===== src/rtl/hcc_pkg.sv =====
// Package for the hit coincidence clusterer.
// Shared constants, widths and the hit record type. No dependencies.
package hcc_pkg;
  localparam int MAX_HITS_DEF = 1024;
  localparam int SEC_W = 32;
  localparam int NS_W = 30;
  localparam int PLANE_W = 2;
  localparam int CHG_W = 16;
  localparam int CSUM_W = 26;
  localparam int HCNT_W = 11;
  localparam logic [NS_W-1:0] WINDOW_RST = 30'd100;
  localparam int SUM_W = 48;

  typedef struct packed {
    logic [SEC_W-1:0] second;
    logic [NS_W-1:0] coarse;
    logic [NS_W-1:0] fine;
    logic [PLANE_W-1:0] plane;
    logic [CHG_W-1:0] charge;
  } hit_t;
endpackage


===== src/rtl/hcc_div.sv =====
// Signed sum divided by unsigned count, truncated toward zero, one bit per cycle.
// Depends on hcc_pkg.
module hcc_div #(
  parameter int CNT_W = 17
) (
  input  logic clk,
  input  logic rst,
  input  logic start,
  input  logic signed [hcc_pkg::SUM_W-1:0] dividend,
  input  logic [CNT_W-1:0] divisor,
  output logic done,
  output logic signed [hcc_pkg::SUM_W-1:0] quotient
);
  localparam int W = hcc_pkg::SUM_W;
  localparam int STEP_W = $clog2(W + 1);

  logic busy;
  logic neg;
  logic [STEP_W-1:0] step;
  logic [W-1:0] quo;
  logic [W-1:0] rem;
  logic [W-1:0] den;
  logic [W:0] trial;

  assign trial = {rem[W-2:0], quo[W-1]} - {1'b0, den};

  always_ff @(posedge clk) begin
    if (rst) begin
      busy <= 1'b0;
      done <= 1'b0;
    end else begin
      done <= 1'b0;
      if (start) begin
        busy <= 1'b1;
        step <= STEP_W'(W);
        neg <= dividend[W-1];
        quo <= dividend[W-1] ? W'(-dividend) : W'(dividend);
        rem <= '0;
        den <= W'(divisor);
      end else if (busy) begin
        if (!trial[W]) begin
          rem <= trial[W-1:0];
          quo <= {quo[W-2:0], 1'b1};
        end else begin
          rem <= {rem[W-2:0], quo[W-1]};
          quo <= {quo[W-2:0], 1'b0};
        end
        step <= step - 1'b1;
        if (step == STEP_W'(1)) begin
          busy <= 1'b0;
          done <= 1'b1;
        end
      end
    end
  end

  assign quotient = neg ? -$signed(quo) : $signed(quo);
endmodule


===== config.mk =====
export PLATFORM = sky130hd
export DESIGN_NAME = hcc_div
export DESIGN_NICKNAME = d
export VERILOG_FILES = /design/src/rtl/hcc_pkg.sv /design/src/rtl/hcc_div.sv
export SDC_FILE = /design/constraint.sdc
export NUM_CORES = 1
export LEC_CHECK = 0
export BUFFER_PORTS_ARGS = -buffer_cell sky130_fd_sc_hd__buf_2
export CORE_UTILIZATION = 35
export CTS_CLUSTER_SIZE = 12
export DETAILED_ROUTE_END_ITERATION = 10
export PLACE_DENSITY_LB_ADDON = 0.1
export REMOVE_ABC_BUFFERS = 1
export SYNTH_ARGS = -nofsm -noshare
export SYNTH_HDL_FRONTEND = slang
export SYNTH_SLANG_ARGS = --single-unit

===== constraint.sdc =====
create_clock -name clk -period 12 [get_ports clk]
set_clock_uncertainty 0.1 [all_clocks]
set_input_delay 3 -clock clk [delete_from_list [all_inputs] [get_ports clk]]
set_output_delay 3 -clock clk [all_outputs]
set_load 0.05 [all_outputs]

==> metrics.md <==
| Metric | Value |
|---|---|
| Hold WC Path Type | flip-flop to flip-flop |
| Clock Latency Late Sink | 430 ps |
| Setup tns final | 0 ps |
| Final-layout fill cell count | approximately 2400 |
| Met1 Use GR | 0.257 |
| First-pass iteration count of the detailed router | 5 |
| Fin crit period | 6820 ps |
| Die ar. | about 25000 um^2 |
| CP Capture Type | output pin |
| FP Rows | 56 |
| Syn avg cell area | 9.31 um^2 |
| Die Ht | approximately 160 um |
| Grt ovf | 0 |
| Routability cong. | between 0.8 and 0.9 |
| Hold_buf cts | 0 |
| First-pass GRT wire length | around 36 mm |
| Hpwl dp | about 16 mm |
| Maximum vdd drop | between 80 and 90 uV |
| Unique masters post-synth | 65 |
| Final Max Tran Viols | 0 |
| Post-synth EDFFs | 119 |
| MaxCap Viol Count | 0 |
| Grt met3 use | 0.0339 |
| Drt via density | 5.29 |
| Root buffer cell | clkbuf_16 |
| DR DRC count | 0 |
| Die span in x | around 160 um |
| Top Usage Layer GRT | met2 |
| Critical Path RT | between 8000 and 9000 ps |
| Register area | roughly 3600 um^2 |
| Post-CTS Setup Bufs | 0 |
| RSZ-0062 raised after global routing | false |
| # H-tree levels | 4 |
| Initial DRC Count | between 400 and 500 |
| Share of cells above drive strength 1 | 0.175 |
| Total number of vias | between 7000 and 8000 |
| Yosys Warn Count | 0 |
| Fin crit share | 0.568 |
| Sequential area share after synthesis | 0.427 |
| Critical path startpoint category | flip-flop |
| Utilization after layout | 0.419 |
| Status | finished clean |
| PwrDens | 137 nW/um^2 |
| Max stage delay on crit path | between 600 and 700 ps |
| Area Growth Syn to Fin | 16.8% |
| Crit Path Class | flip-flop to output pin |
| Met2 Usage GRT | 0.293 |
| Port bufs | 116 |
| WL final | about 22 mm |
| # nets final | 1097 |
| CP max stage cell | or4_1 |
| Worst Path Arrival | about 3700 ps |
| Antenna-violating nets left | 0 |
| Critical-path maximum fanout | 5 |
| CTS Buffer Depth | 2 |
| DR WL/cell | 16.4 um |
| Synthesized area | about 8500 um^2 |
| Most used DFF post-synth | edfxtp_1 |
| Synth Instances | 909 |
| Clock slew at reported path FFs | ~60 ps |
| CTS tree | yes |
| Total CTS buffers | 17 |
| Post-synth ARST share | 0 |
| CTS Sinks | between 100 and 150 |
| FF+latch count, synth | approximately 120 |
| Largest net degree at the start of global routing | 90 |
| Cell-by-cell trace of the critical path | or4_1 > nor4_4 > nand4_1 > nor4_2 > nand2_1 > o41ai_1 > xnor2_1 > buf_2 |
| Final setup viols | 0 |
| Multi-input gate area | 4560 um^2 |
| Slew at the pin with the worst max-slew slack | approximately 1100 ps |
| I/O pins | 117 |
| Slew margin rel. | 0.273 |
| Fmax | 147 MHz |
| Vias in the first global route | between 6000 and 7000 |
| Number of antenna repair diodes | 0 |
| Initial antenna violation count | 1 |
| CTS resizes | 0 |
| Core Area | between 20000 and 25000 um^2 |
| Tot GR Track Use | 0.186 |
| Starting Density | 0.358 |
| Final Hold Fails | 0 |
| P_leak | 3.57 nW |
[flip-flops by register name, indices dropped and copies added (netlist names)]
name,count
step,6
neg,1
quo,48
rem,47
den,17
busy,1
done,1
[metrics by stage]
| step | setup slack (ps) | std cells | area [um^2] | hold slack (ps) | total power (W) |
|---|---|---|---|---|---|
| 4_1_cts | 5120 | 1339 | 9890 | 390 | 0.00136 |
| 2_1_floorplan | 4020 | 865 | 8280 | 358 | 0.000769 |
| 5_1_grt | 4870 | 1339 | 9890 | 395 | 0.00141 |
| 6_report | 5180 | 1339 | 9890 | 380 | 0.00135 |
| 3_3_place_gp | 5660 | 1307 | 9320 | 385 | 0.000862 |
| 3_5_place_dp | 5590 | 1307 | 9320 | 381 | 0.000860 |
[where the power goes]
part           internal, W  leakage (nW)  switching [W]
Combinational     0.000105          2.16       0.000213
Sequential        0.000506          1.15      0.0000278
Clock             0.000303         0.264       0.000195
[area by class of cell]
cell class              instances  share of cell area
clock buffers                  19              0.0438
clock inverters                13              0.0132
inverters                      31              0.0118
multi-input cells             713               0.461
flip-flops and latches        121               0.365
well taps                     319              0.0404
repair buffers                123              0.0643
[path summary, 6_finish.rpt]
path | startpoint | end | slack (ps) | cells past startpoint
worst max-delay path | quo[11] | quotient[46] | 5180 | 8
worst min-delay path | busy | done | 380 | 1
worst max register to register | rem[20] | rem[43] | 8170 | 7
worst min register to register | busy | done | 380 | 1
[per-layer routing]
layer / routed length (um) / share of wire
met2: 9970 / 0.45
met5: 11 / 0.00050
met1: 10800 / 0.49
met4: 340 / 0.015
met3: 860 / 0.039
[cells in the mapped netlist, drive strengths merged, types with 3 or more instances]
library cell  number  area [um^2]
a31oi              3         18.8
or4               21          169
nand2             72          270
a211oi             6         45.0
nor2b              6         37.5
nand3b             3         22.5
xor2              44          385
nand4             10         62.6
a21oi             98          490
mux2               4         45.0
or3               21          141
nor3              19          110
xnor2             67          587
nor4b              3         41.3
inv               31          116
nor2             101          379
o31ai             31          238
o211ai             7         52.6
nor4              24          193
mux2i              3         30.0
nand3             14         70.1
a21o               8         60.1
ha                21          263
nand2b            14         87.6
o21ai             52          260
edfxtp           119         3570
o41ai             13          114
and2               3         18.8
clkbuf            35          131
or2                4         25.0
buf                9         51.3
o21a               6         45.0
and3              14         87.6
[cell families after synthesis]
family	count (synthesis)	share of synthesized area
mux	7	0.00887
simple gates	336	0.210
fa+ha+maj	22	0.0334
buf+inv	75	0.0353
flops	121	0.427
compound gates	237	0.170
xor+xnor	111	0.115
[critical path, delay by kind of cell (launching register included)]
family	cells	cell delay [ps]
AND/OR/NAND/NOR	5	1960
flip-flops	1	440
AO/OA/AOI/OAI	1	340
buffers and inverters	1	320
XOR/XNOR	1	220
[cells in the final DEF (no fill, tap or decap), types with 10 or more instances in the layout]
master / netlist / routed
nand2_1: 72 / 72
or4_1: 18 / 18
xor2_1: 44 / 44
a21oi_1: 98 / 98
buf_2: 5 / 115
o41ai_1: 13 / 13
inv_1: 31 / 31
nor3_1: 16 / 16
nor4_1: 20 / 20
nand3_1: 14 / 14
o21ai_0: 51 / 51
ha_1: 21 / 21
or3_1: 19 / 19
xnor2_1: 67 / 67
nand4_1: 10 / 10
and3_1: 14 / 14
clkbuf_16: 0 / 17
edfxtp_1: 119 / 119
nor2_1: 101 / 99
nand2b_1: 14 / 14
o31ai_1: 30 / 30
No activity file was read; power rests on OpenSTA's default activity.
